## src/rtl/lrs_pkg.sv

```systemverilog
package lrs_pkg;

  // Field widths of the request and the result.
  localparam int NOW_W = 48;
  localparam int TIME_BITS_DEF = 48;

  // Request kinds.
  localparam logic [2:0] REQ_START  = 3'd0;
  localparam logic [2:0] REQ_OPEN   = 3'd1;
  localparam logic [2:0] REQ_READ   = 3'd2;
  localparam logic [2:0] REQ_RESUME = 3'd3;
  localparam logic [2:0] REQ_TICK   = 3'd4;
  localparam logic [2:0] REQ_STOP   = 3'd5;

  // Result actions.
  localparam logic [2:0] ACT_NONE       = 3'd0;
  localparam logic [2:0] ACT_KICK       = 3'd1;
  localparam logic [2:0] ACT_CLOSE_WAIT = 3'd2;
  localparam logic [2:0] ACT_SLEEP      = 3'd3;
  localparam logic [2:0] ACT_FRAME      = 3'd4;
  localparam logic [2:0] ACT_CLOSED     = 3'd5;

  // Link modes.
  localparam logic [1:0] MODE_OPENING = 2'd0;
  localparam logic [1:0] MODE_RUNNING = 2'd1;
  localparam logic [1:0] MODE_RECONN  = 2'd2;
  localparam logic [1:0] MODE_CLOSED  = 2'd3;

  // Configuration register indexes.
  localparam logic [2:0] CFG_OPEN_TIMEOUT     = 3'd0;
  localparam logic [2:0] CFG_OPEN_KICK_GAP    = 3'd1;
  localparam logic [2:0] CFG_NO_FRAME_TIMEOUT = 3'd2;
  localparam logic [2:0] CFG_RUN_KICK_GAP     = 3'd3;
  localparam logic [2:0] CFG_FAIL_LIMIT       = 3'd4;
  localparam logic [2:0] CFG_SHORT_SLEEP_MS   = 3'd5;
  localparam logic [2:0] CFG_BACKOFF_START_MS = 3'd6;
  localparam logic [2:0] CFG_BACKOFF_CAP_MS   = 3'd7;

  // Configuration reset values.
  localparam logic [31:0] RST_OPEN_TIMEOUT     = 32'd5000000;
  localparam logic [31:0] RST_OPEN_KICK_GAP    = 32'd2000000;
  localparam logic [31:0] RST_NO_FRAME_TIMEOUT = 32'd3000000;
  localparam logic [31:0] RST_RUN_KICK_GAP     = 32'd2000000;
  localparam logic [15:0] RST_FAIL_LIMIT       = 16'd30;
  localparam logic [15:0] RST_SHORT_SLEEP_MS   = 16'd10;
  localparam logic [15:0] RST_BACKOFF_START_MS = 16'd500;
  localparam logic [15:0] RST_BACKOFF_CAP_MS   = 16'd10000;

  typedef struct packed {
    logic [2:0]       req_type;
    logic             success;
    logic [NOW_W-1:0] now_us;
  } lrs_in_t;

  typedef struct packed {
    logic [2:0]  action;
    logic [15:0] wait_ms;
    logic [1:0]  link_state;
    logic [31:0] frame_count;
    logic [31:0] reconnects;
    logic [15:0] open_failures;
  } lrs_out_t;

  typedef struct packed {
    logic [31:0] open_timeout;
    logic [31:0] open_kick_gap;
    logic [31:0] no_frame_timeout;
    logic [31:0] run_kick_gap;
    logic [15:0] fail_limit;
    logic [15:0] short_sleep_ms;
    logic [15:0] backoff_start_ms;
    logic [15:0] backoff_cap_ms;
  } lrs_cfg_t;

endpackage

```

## src/rtl/lrs_engine.sv

```systemverilog
module lrs_engine #(
  parameter int TIME_BITS = lrs_pkg::TIME_BITS_DEF
) (
  input  logic             clk,
  input  logic             rst,
  input  logic             fire,
  input  lrs_pkg::lrs_in_t  item,
  input  lrs_pkg::lrs_cfg_t cfg,
  output lrs_pkg::lrs_out_t result
);

  // Stamps keep only the time bits that survive the time mask.
  localparam int STAMP_W = (TIME_BITS < lrs_pkg::NOW_W) ? TIME_BITS : lrs_pkg::NOW_W;

  logic [1:0]         mode, mode_next;
  logic [15:0]        read_fail_run, read_fail_run_next;
  logic [15:0]        open_fail_run, open_fail_run_next;
  logic [31:0]        reconnect_total, reconnect_total_next;
  logic [15:0]        backoff_now, backoff_now_next;
  logic [STAMP_W-1:0] open_began, open_began_next;
  logic [STAMP_W-1:0] last_good, last_good_next;
  logic [STAMP_W-1:0] last_open_kick, last_open_kick_next;
  logic [STAMP_W-1:0] last_run_kick, last_run_kick_next;
  logic [31:0]        frame_num, frame_num_next;

  logic [STAMP_W-1:0] now;
  logic [2:0]         action;
  logic [15:0]        wait_ms;
  logic [15:0]        read_fail_inc;
  logic [15:0]        open_fail_inc;
  logic [31:0]        reconnect_inc;
  logic [16:0]        backoff_dbl;
  logic [15:0]        backoff_capped;
  logic               stall;
  logic               open_late;
  logic               open_gap_ok;
  logic               run_gap_ok;

  // A time is elapsed only when now is not behind the stamp.
  function automatic logic elapsed(input logic [STAMP_W-1:0] t_now,
                                   input logic [STAMP_W-1:0] t_since,
                                   input logic [31:0]        limit);
    logic [STAMP_W-1:0] diff;
    diff = t_now - t_since;
    return (t_now >= t_since) && (diff >= STAMP_W'(limit));
  endfunction

  assign now = item.now_us[STAMP_W-1:0];

  // Saturating increments and the capped doubling of the backoff.
  assign read_fail_inc  = (read_fail_run == 16'hFFFF) ? read_fail_run : read_fail_run + 16'd1;
  assign open_fail_inc  = (open_fail_run == 16'hFFFF) ? open_fail_run : open_fail_run + 16'd1;
  assign reconnect_inc  = (reconnect_total == 32'hFFFF_FFFF) ? reconnect_total
                                                             : reconnect_total + 32'd1;
  assign backoff_dbl    = {backoff_now, 1'b0};
  assign backoff_capped = (backoff_dbl > {1'b0, cfg.backoff_cap_ms}) ? cfg.backoff_cap_ms
                                                                      : backoff_dbl[15:0];

  // Timeout checks; a zero stamp means the stamp was never set.
  assign stall       = (last_good != '0) && elapsed(now, last_good, cfg.no_frame_timeout);
  assign open_late   = (open_began != '0) && elapsed(now, open_began, cfg.open_timeout);
  assign open_gap_ok = (last_open_kick == '0) || elapsed(now, last_open_kick, cfg.open_kick_gap);
  assign run_gap_ok  = (last_run_kick == '0) || elapsed(now, last_run_kick, cfg.run_kick_gap);

  // Next state and action for the request in the input register.
  always_comb begin
    mode_next            = mode;
    read_fail_run_next   = read_fail_run;
    open_fail_run_next   = open_fail_run;
    reconnect_total_next = reconnect_total;
    backoff_now_next     = backoff_now;
    open_began_next      = open_began;
    last_good_next       = last_good;
    last_open_kick_next  = last_open_kick;
    last_run_kick_next   = last_run_kick;
    frame_num_next       = frame_num;
    action               = lrs_pkg::ACT_NONE;
    wait_ms              = 16'd0;
    case (item.req_type)
      lrs_pkg::REQ_START: begin
        if (mode == lrs_pkg::MODE_CLOSED) begin
          mode_next          = lrs_pkg::MODE_OPENING;
          read_fail_run_next = 16'd0;
          last_good_next     = now;
        end
      end
      lrs_pkg::REQ_OPEN: begin
        if (mode == lrs_pkg::MODE_OPENING) begin
          if (!item.success) begin
            open_fail_run_next   = open_fail_inc;
            mode_next            = lrs_pkg::MODE_RECONN;
            reconnect_total_next = reconnect_inc;
            wait_ms              = backoff_now;
            action               = lrs_pkg::ACT_CLOSE_WAIT;
          end else begin
            open_fail_run_next  = 16'd0;
            last_open_kick_next = '0;
            open_began_next     = '0;
            last_good_next      = now;
            backoff_now_next    = cfg.backoff_start_ms;
            mode_next           = lrs_pkg::MODE_RUNNING;
          end
        end
      end
      lrs_pkg::REQ_READ: begin
        if (mode == lrs_pkg::MODE_RUNNING) begin
          if (!item.success) begin
            read_fail_run_next = read_fail_inc;
            if ((read_fail_inc >= cfg.fail_limit) || stall) begin
              mode_next            = lrs_pkg::MODE_RECONN;
              reconnect_total_next = reconnect_inc;
              wait_ms              = backoff_now;
              action               = lrs_pkg::ACT_CLOSE_WAIT;
            end else begin
              wait_ms = cfg.short_sleep_ms;
              action  = lrs_pkg::ACT_SLEEP;
            end
          end else begin
            read_fail_run_next = 16'd0;
            last_good_next     = now;
            backoff_now_next   = cfg.backoff_start_ms;
            frame_num_next     = frame_num + 32'd1;
            action             = lrs_pkg::ACT_FRAME;
          end
        end
      end
      lrs_pkg::REQ_RESUME: begin
        if (mode == lrs_pkg::MODE_RECONN) begin
          backoff_now_next = backoff_capped;
          open_began_next  = now;
          mode_next        = lrs_pkg::MODE_OPENING;
        end
      end
      lrs_pkg::REQ_TICK: begin
        if (mode == lrs_pkg::MODE_OPENING) begin
          if (open_late && open_gap_ok) begin
            last_open_kick_next = now;
            action              = lrs_pkg::ACT_KICK;
          end
        end else if (mode == lrs_pkg::MODE_RUNNING) begin
          if (stall && run_gap_ok) begin
            last_run_kick_next = now;
            action             = lrs_pkg::ACT_KICK;
          end
        end
      end
      lrs_pkg::REQ_STOP: begin
        mode_next = lrs_pkg::MODE_CLOSED;
        action    = lrs_pkg::ACT_CLOSED;
      end
      default: begin
        action = lrs_pkg::ACT_NONE;
      end
    endcase
  end

  // The result reports the state after the request.
  always_comb begin
    result.action        = action;
    result.wait_ms       = wait_ms;
    result.link_state    = mode_next;
    result.frame_count   = frame_num_next;
    result.reconnects    = reconnect_total_next;
    result.open_failures = open_fail_run_next;
  end

  // Supervisor state advances once per request handed to the result register.
  always_ff @(posedge clk) begin
    if (rst) begin
      mode            <= lrs_pkg::MODE_CLOSED;
      read_fail_run   <= 16'd0;
      open_fail_run   <= 16'd0;
      reconnect_total <= 32'd0;
      backoff_now     <= lrs_pkg::RST_BACKOFF_START_MS;
      open_began      <= '0;
      last_good       <= '0;
      last_open_kick  <= '0;
      last_run_kick   <= '0;
      frame_num       <= 32'd0;
    end else if (fire) begin
      mode            <= mode_next;
      read_fail_run   <= read_fail_run_next;
      open_fail_run   <= open_fail_run_next;
      reconnect_total <= reconnect_total_next;
      backoff_now     <= backoff_now_next;
      open_began      <= open_began_next;
      last_good       <= last_good_next;
      last_open_kick  <= last_open_kick_next;
      last_run_kick   <= last_run_kick_next;
      frame_num       <= frame_num_next;
    end
  end

endmodule

```

## src/rtl/link_reconnect_supervisor.sv

```systemverilog
// Link reconnect supervisor.
// Requests (start, open result, read result, resume, watchdog tick, stop)
// arrive on in_valid/in_ready with payload in_data; each request yields exactly
// one result on out_valid/out_ready with payload out_data: the action, the
// requested wait, the link state after the request and the three counters.
// A request is first captured in an input register; the supervisor logic
// then evaluates it against the link state and the result enters the output
// register. One request per cycle is sustained while the receiver takes
// results; the only loop is the update of the link state registers.
// When the receiver stalls, the result holds in the output register and one
// more request is still taken into the input register; in_ready drops only
// when both registers are full.
// Reset (rst, synchronous) closes the link, clears counters and stamps,
// loads the backoff start value and restores all configuration registers.
// Configuration is written through cfg_we/cfg_index/cfg_data; the user must
// write it only while idle, and the block itself does not enforce this.
module link_reconnect_supervisor #(
  parameter int TIME_BITS = lrs_pkg::TIME_BITS_DEF
) (
  input  logic              clk,
  input  logic              rst,
  input  logic              in_valid,
  output logic              in_ready,
  input  lrs_pkg::lrs_in_t  in_data,
  output logic              out_valid,
  input  logic              out_ready,
  output lrs_pkg::lrs_out_t out_data,
  input  logic              cfg_we,
  input  logic [2:0]        cfg_index,
  input  logic [31:0]       cfg_data
);

  lrs_pkg::lrs_cfg_t cfg;
  logic              s1_valid;
  lrs_pkg::lrs_in_t  s1_item;
  logic              advance;
  lrs_pkg::lrs_out_t step_result;

  // The input register moves on when the output register is free or draining.
  assign advance  = s1_valid && (!out_valid || out_ready);
  assign in_ready = !s1_valid || advance;

  // Configuration registers.
  always_ff @(posedge clk) begin
    if (rst) begin
      cfg.open_timeout     <= lrs_pkg::RST_OPEN_TIMEOUT;
      cfg.open_kick_gap    <= lrs_pkg::RST_OPEN_KICK_GAP;
      cfg.no_frame_timeout <= lrs_pkg::RST_NO_FRAME_TIMEOUT;
      cfg.run_kick_gap     <= lrs_pkg::RST_RUN_KICK_GAP;
      cfg.fail_limit       <= lrs_pkg::RST_FAIL_LIMIT;
      cfg.short_sleep_ms   <= lrs_pkg::RST_SHORT_SLEEP_MS;
      cfg.backoff_start_ms <= lrs_pkg::RST_BACKOFF_START_MS;
      cfg.backoff_cap_ms   <= lrs_pkg::RST_BACKOFF_CAP_MS;
    end else if (cfg_we) begin
      case (cfg_index)
        lrs_pkg::CFG_OPEN_TIMEOUT:     cfg.open_timeout     <= cfg_data;
        lrs_pkg::CFG_OPEN_KICK_GAP:    cfg.open_kick_gap    <= cfg_data;
        lrs_pkg::CFG_NO_FRAME_TIMEOUT: cfg.no_frame_timeout <= cfg_data;
        lrs_pkg::CFG_RUN_KICK_GAP:     cfg.run_kick_gap     <= cfg_data;
        lrs_pkg::CFG_FAIL_LIMIT:       cfg.fail_limit       <= cfg_data[15:0];
        lrs_pkg::CFG_SHORT_SLEEP_MS:   cfg.short_sleep_ms   <= cfg_data[15:0];
        lrs_pkg::CFG_BACKOFF_START_MS: cfg.backoff_start_ms <= cfg_data[15:0];
        lrs_pkg::CFG_BACKOFF_CAP_MS:   cfg.backoff_cap_ms   <= cfg_data[15:0];
        default: begin
        end
      endcase
    end
  end

  // Input register valid flag.
  always_ff @(posedge clk) begin
    if (rst) begin
      s1_valid <= 1'b0;
    end else if (in_ready) begin
      s1_valid <= in_valid;
    end
  end

  // Input register payload.
  always_ff @(posedge clk) begin
    if (in_valid && in_ready) begin
      s1_item <= in_data;
    end
  end

  lrs_engine #(
    .TIME_BITS(TIME_BITS)
  ) u_engine (
    .clk   (clk),
    .rst   (rst),
    .fire  (advance),
    .item  (s1_item),
    .cfg   (cfg),
    .result(step_result)
  );

  // Output register valid flag.
  always_ff @(posedge clk) begin
    if (rst) begin
      out_valid <= 1'b0;
    end else if (!out_valid || out_ready) begin
      out_valid <= s1_valid;
    end
  end

  // Output register payload.
  always_ff @(posedge clk) begin
    if (advance) begin
      out_data <= step_result;
    end
  end

endmodule

```

## config.mk

```make
export PLATFORM = sky130hd
export DESIGN_NAME = link_reconnect_supervisor
export DESIGN_NICKNAME = d
export VERILOG_FILES = /design/src/rtl/lrs_pkg.sv /design/src/rtl/lrs_engine.sv /design/src/rtl/link_reconnect_supervisor.sv
export SDC_FILE = /design/constraint.sdc
export NUM_CORES = 2
export LEC_CHECK = 0
export BUFFER_PORTS_ARGS = -buffer_cell sky130_fd_sc_hd__buf_2
export CAP_MARGIN = 25
export CORE_AREA = 10 10 290 292
export DETAILED_ROUTE_END_ITERATION = 7
export DIE_AREA = 0 0 300 302
export PLACE_DENSITY = 0.77
export SLEW_MARGIN = 25
export SYNTH_ARGS = -nofsm -noshare
export SYNTH_HDL_FRONTEND = slang
export SYNTH_HIERARCHICAL = 1
export SYNTH_SLANG_ARGS = --single-unit
```

## constraint.sdc

```tcl
create_clock -name clk -period 5.9 [get_ports clk]
set_input_delay 0.59 -clock clk [delete_from_list [all_inputs] [get_ports clk]]
set_output_delay 0.59 -clock clk [all_outputs]
set_load 0.005 [all_outputs]
```

# Yosys cells after proc, flatten, opt, wreduce, memory -nomap -nowiden
# Index checks and enable logic that the tools add are counted.
# Widths: inputs -> output; s select.
# word_totals
ff_bits	653
latch_bits	0
mem_bits_rw	0
mem_bits_ro	0
input_bits	92
out_inout_bits	103
elab_cells	177
mem_count	0
# op_classes
add_sub_neg	8
n_mul	0
n_div	0
n_lt_le_gt_ge	10
eq_ne	25
shifts	0
n_mux	61
n_bitwise	1
n_reduce_logical	43
# op_table
op	n
$mux 48	9
$mux 16	18
$mux 32	9
$ge 48x32->1	4
$ge 48x48->1	4
$pmux 48 s2	2
$sub 48x48->48	4
$pmux 48 s3	1
$logic_not 48->1	2
$reduce_bool 48->1	2
$add 32x1->32 const B	2
$pmux 16 s2	2
$pmux 32 s2	1
$pmux 16 s3	1
$add 16x1->16 const B	2
$eq 16x16->1 const B	2
$eq 32x32->1 const B	1
$reduce_and 5->1	4
$eq 3x3->1 const B	6
$gt 17x16->1	1
$ge 16x16->1	1
$mux 2	8
$reduce_and 2->1	8
$mux 3	5
19 further kinds	49

# Depth between registers and ports, before layout
# logic_depth
word_depth	9
mapped_depth	30
depth_no_buf	28

# Cells and area by module
# Netlist, hierarchy kept.
# modules_own_cells
mod	instances	cells_each	area_each_um2	seq_area_each_um2
lrs_engine	1	4535	32137.1	6125.9
link_reconnect_supervisor	1	857	12216.7	8478.1

# Worst setup path after synthesis
# No wires, ideal clock.
# synth_timing
path_type	register to register
startpoint	register s1_item[4] (netlist bit)
endpoint	register u_engine.last_open_kick[45]
setup_time_ps	70
t_arrival_ps	5530
t_required_ps	5830
path_slack_ps	299
stages_incl_launch_ff	30
path_buffers	2
period_less_slack_ps	5601
cell_sequence	edfxtp_1 -> ha_1 -> a21o_1 -> a211o_1 -> o2111ai_1 -> nand2_1 -> a31oi_1 -> o21ai_0 -> a21o_1 -> a21o_1 -> a21oi_1 -> o211ai_1 -> nand4_1 -> nand2_1 -> xnor2_1 -> ha_1 -> nand2_1 -> nor2_1 -> a211oi_1 -> o22ai_1 -> a2111oi_0 -> o2111a_1 -> o2111ai_1 -> nor4_1 -> nand3_1 -> or2_1 -> buf_2 -> buf_2 -> a31o_2 -> a21oi_1
# synth_between
elab_chain_len	7
word_cells_on_any_way	13
cone_classes	2 x add/sub; 4 x order compare; 1 x eq/ne; 6 x reduce/logical
# synth_rtl
item	line	text
start, declared	link_reconnect_supervisor.sv:35	lrs_pkg::lrs_in_t s1_item;
start signal, assigned	link_reconnect_supervisor.sv:82	s1_item <= in_data;
$sub 48x48->48	lrs_engine.sv:44	diff = t_now - t_since;
$ge 48x32->1	lrs_engine.sv:45	return (t_now >= t_since) && (diff >= STAMP_W'(limit));
$logic_and 1x1->1	lrs_engine.sv:45	
$logic_and 1x1->1 or $logic_or 1x1->1 (tied branches)	lrs_engine.sv:61, lrs_engine.sv:62	
$logic_and 1x1->1 *	lrs_engine.sv:136	if (open_late && open_gap_ok) begin
$ne 2x1->1 (no source line) *	-	
$reduce_and 6->1 (no source line) *	-	
end signal, assigned	lrs_engine.sv:188	last_open_kick <= last_open_kick_next;
end, declared	lrs_engine.sv:22	logic [STAMP_W-1:0] last_open_kick, last_open_kick_next;
# Mark *: on every way between the ends. The rest lies on a longest branch, timed or not.
# A chain may end at the register's enable or synchronous reset.

# Final worst setup path
# layout_timing
startpoint	register s1_item[5] (netlist bit)
endpoint	register u_engine.last_run_kick[30]
# layout_between
elab_chain_len	6
word_cells_on_any_way	12
cone_classes	2 x add/sub; 4 x order compare; 6 x reduce/logical
# layout_rtl
item	line	text
$sub 48x48->48	lrs_engine.sv:44	
$ge 48x32->1	lrs_engine.sv:45	
$logic_and 1x1->1	lrs_engine.sv:45	
$logic_and 1x1->1 or $logic_or 1x1->1 (tied branches)	lrs_engine.sv:60, lrs_engine.sv:63	
$logic_and 1x1->1 *	lrs_engine.sv:141	if (stall && run_gap_ok) begin
$reduce_and 5->1 (no source line) *	-	
end signal, assigned	lrs_engine.sv:189	last_run_kick <= last_run_kick_next;
end, declared	lrs_engine.sv:23	logic [STAMP_W-1:0] last_run_kick, last_run_kick_next;
# Marked as above.

==> impl_summary.log <==
[metrics] result of the run: finished, violations left
[metrics] violations in the final reports: setup timing
[metrics] Cells after Synth: 5392
[metrics] # rows: roughly 100
[metrics] initial antenna violation count: 1
[metrics] ys flop type: dfxtp_1
[metrics] DIE WIDTH: around 300 um
[metrics] switching power of the nets: about 3500 uW
[metrics] number of fill cells: 6484
[metrics] Total Neg Setup Slack: -3.32 ns
[metrics] critical-path maximum fanout: 13
[metrics] Final Max Tran Viols: 0
[metrics] Vias/cell: roughly 6.2
[metrics] capturing point of the worst reg2reg path: u_engine/last_run_kick[30]
[metrics] cell internal power dissipation: approximately 8300 uW
[metrics] final hold violation count: 0
[metrics] Pre-Repair DR Iteration Count: 6
[metrics] power share of the clock group: 0.410
[metrics] path length in cells of the critical path: 29
[metrics] number of remaining DRC errors: 0
[metrics] Post-Synthesis Net Count: between 5000 and 6000
[metrics] violation count after the first detailed-routing iteration: 4674
[metrics] number of levels the H-tree was split into: 3
[metrics] hold endpoint: s1_item[51]
[metrics] kind of start point of the critical path: register
[metrics] insertion delay of the later-clocked pin in the worst-skew pair: 0.66 ns
[metrics] total number of clock tree sinks: between 600 and 700
[metrics] synthesized area per cell: between 8 and 9 um^2
[metrics] commonest cells after routing, fill and taps aside: dfxtp_1, nand2_1, a21oi_1, buf_4, nor2_1
[metrics] number of violations of the max-capacitance limit: 0
[metrics] Unique masters post-synth: 100
[metrics] share of power burned in registers: 0.402
[metrics] root cell of the clock tree: clkbuf_16
[metrics] total grt overflow: 0
[metrics] estimated wirelength of the detail-placed design: 119000 um
[metrics] part of the total power dissipated in combinational logic: 0.188
[metrics] maximum vdd ir drop: around 0.22 mV
[metrics] Setup CP Type: register to register
[metrics] number of nets in the finished design: ~6300
[metrics] worst slew margin relative to its limit: 0.209
[metrics] PD cells: 223 mW/mm^2
[metrics] most common library cell in the layout ignoring fill and taps: dfxtp_1
[metrics] slew of the pin with the lowest slew margin: 1.18 ns
[metrics] share of layout cells above drive strength 1: 0.179
[metrics] sequential element share of the synthesized area: 0.329
[metrics] Arr. time, crit path: 6.50 ns
[metrics] count of warnings emitted by yosys: 6
[metrics] highest metal layer with signal wires: met5
[metrics] leakage power summed over all cells: ~0.021 uW
[metrics] number of buffer and inverter stages on the critical path: 6
[metrics] delay of the slowest critical-path stage: 0.44 ns
[metrics] M1 WL: about 65000 um
[metrics] metal2 WL: just over 70000 um
[metrics] Worst Reg-to-Reg Cells: 29
[metrics] Fmax: 167 MHz
[metrics] maximum clock insertion buffer count: 3
[metrics] Synth Register Bits: 653
[metrics] Die Footprint: 0.0906 mm^2
[metrics] total met3 wirelength after detailed routing: 13600 um
[metrics] Power, Total: approximately 12000 uW
[metrics] post-layout minimum cycle time: 6.00 ns
[metrics] total via count in the routed design: 43303
[metrics] number of setup violations in the final report: between 40 and 50
[metrics] Final ANT Viol Nets: 0
[metrics] R2R setup slack: -0.1 ns
[metrics] share of flip-flops with an asynchronous set or reset: 0
[metrics] clock transition at the registers of the reported paths: ~0.07 ns
[metrics] hold path start: in_data[51]
[metrics] global placer's final weighted congestion: around 1.0
[metrics] Die Y-Extent: 302 um
[metrics] Switching Share: 0.296
[metrics] type of the worst min-delay path: input pin to register
[metrics] relative area change from synthesis to final layout: 19.8%
[metrics] Critical Path End Type: register
[metrics] hold path cells: 1
[metrics] final period utilization: 1.02
[metrics] overall fraction of global-route tracks in use: 0.331
[metrics] required time of the critical path: roughly 6.4 ns
[metrics] initial standard-cell utilization of the core: 0.566
[metrics] synthesized area: 0.0444 mm^2
[metrics] count of pins on the block boundary: about 200
[metrics] Slowest-stage cell, CP: edfxtp_1
[metrics] FF-to-FF Start: s1_item[5]
[metrics] Core Region: approximately 0.08 mm^2
[metrics] number of buffers added by the clock tree synthesis step: 75
[metrics] EDFF count, synth: roughly 150
[metrics] first-pass GRT wire length: about 240000 um
[metrics] port buffer count: 194
[metrics] CTS tree: yes
[metrics] number of global-route vias before repair: between 40000 and 50000
[metrics] sum of routed wire length over all layers: ~160000 um
[metrics] unrepaired setup endpoints after global routing: yes
[metrics] final critical-path setup slack: -0.0967 ns
[metrics] Top Family by Delay on Critical Path: compound AO/OA/AOI/OAI gates
[metrics] largest net degree at the start of global routing: 172
[metrics] routed length per instance: between 20 and 25 um
[metrics] worst clock skew on the final layout: ~0.049 ns
-- cell families after synthesis --
group	after synthesis	synth area share
simple gates	1826	0.202
mux	268	0.0606
compound gates	1300	0.189
fa+ha+maj	359	0.102
xor+xnor	266	0.0525
buf+inv	720	0.0646
flops	653	0.329
-- worst reg2reg max path, delay by kind of cell, from the launching register on --
| family | cells | cell delay [ns] |
|---|---|---|
| compound gates | 10 | 1.90 |
| simple gates | 9 | 1.39 |
| buf+inv | 6 | 1.08 |
| fa+ha+maj | 2 | 0.59 |
| flops | 1 | 0.44 |
| xor+xnor | 1 | 0.24 |
| mux | 1 | 0.19 |
-- Yosys cell counts, drive strengths merged, types with 11 or more instances --
master,instances,area share
o31ai,22,0.0038
a31oi,36,0.0056
buf,72,0.0097
nor3b,18,0.0030
xnor2,149,0.029
a21oi,499,0.056
nor4,73,0.011
and4,14,0.0028
o211ai,17,0.0029
a2111oi,11,0.0023
o2111ai,57,0.011
nor2b,34,0.0048
xor2,117,0.023
nand2,507,0.043
or4,18,0.0031
a22oi,19,0.0032
nand2b,202,0.028
nand4,129,0.018
and3,31,0.0045
o21bai,33,0.0056
edfxtp,153,0.10
dfxtp,500,0.23
inv,409,0.035
nor2,438,0.037
or3,28,0.0039
a21o,101,0.017
a22o,19,0.0038
o21ai,225,0.026
a221oi,15,0.0032
nand3,173,0.020
or2,13,0.0018
a211oi,47,0.0082
a31o,50,0.0099
ha,355,0.10
o21a,37,0.0063
clkbuf,239,0.020
nor3,100,0.012
mux2i,264,0.060
and2,18,0.0025
-- per-layer routing --
layer	vias to the layer above	GRT usage
li1	20129	-
met1	20644	0.424
met2	2074	0.536
met3	454	0.0513
met4	2	0.177
met5	-	0
-- registers in the layout, indices dropped and copies added, names as in the netlist, 48 cells and up --
register                 cells
cfg                        192
out_data                   101
s1_item                     52
u_engine/last_good          48
u_engine/last_open_kick     48
u_engine/last_run_kick      48
u_engine/open_began         48
-- power by group through the flow --
| stage | clock (uW) | sequential [uW] | combinational, uW |
|---|---|---|---|
| after global routing | 5060 | 4760 | 2390 |
| after floorplan | 0 | 4830 | 1220 |
| final | 4850 | 4760 | 2220 |
| after CTS | 4880 | 4760 | 2070 |
| after detailed placement | 0 | 4850 | 2030 |
| after global placement | 0 | 4850 | 2010 |
-- what timing repair did --
item	CTS	global route
endpoints found under the setup margin	133	181
pin swaps	9	89
hold buffers	0	0
buffers inserted	6	29
cloned	4	16
resized for setup	56	167
-- how the worst max path moves through the flow --
| stage | slack [ns] | startpoint | end |
|---|---|---|---|
| 2_1_floorplan | 0.30 | s1_item[4] | u_engine/last_open_kick[45] |
| 3_3_place_gp | -0.61 | s1_item[1] | u_engine/last_open_kick[36] |
| 3_5_place_dp | -0.75 | s1_item[1] | u_engine/last_open_kick[0] |
| 4_1_cts | 0.006 | s1_item[10] | u_engine/last_run_kick[17] |
| 5_1_grt | -0.28 | s1_item[1] | u_engine/last_run_kick[22] |
| 6_report | -0.1 | s1_item[5] | u_engine/last_run_kick[30] |
-- metrics by stage --
step                      setup WS (ns)  hold WS [ns]  utilization  std cells  area (um^2)
after global routing             -0.283        0.0967        0.678       6953        53100
after CTS                       0.00556        0.0769        0.659       6906        51700
after floorplan                   0.299         0.434            -       5392        44400
final                           -0.0967         0.106        0.678       6956        53100
after detailed placement         -0.748         0.456        0.623       6758        48800
after global placement           -0.614         0.453        0.623       6758        48800
-- cell type report --
class / instances / area [um^2] / share of cell area
antenna: 3 / 7.51 / 0.000141
clock buffer: 103 / 2100 / 0.0394
sequential: 653 / 14600 / 0.275
inverter: 409 / 1540 / 0.0289
clock inverter: 35 / 444 / 0.00836
multi-input combinational: 4026 / 28100 / 0.529
timing repair buffer: 677 / 5020 / 0.0944
tap: 1050 / 1310 / 0.0247
Power figures use the tool's default switching activity.
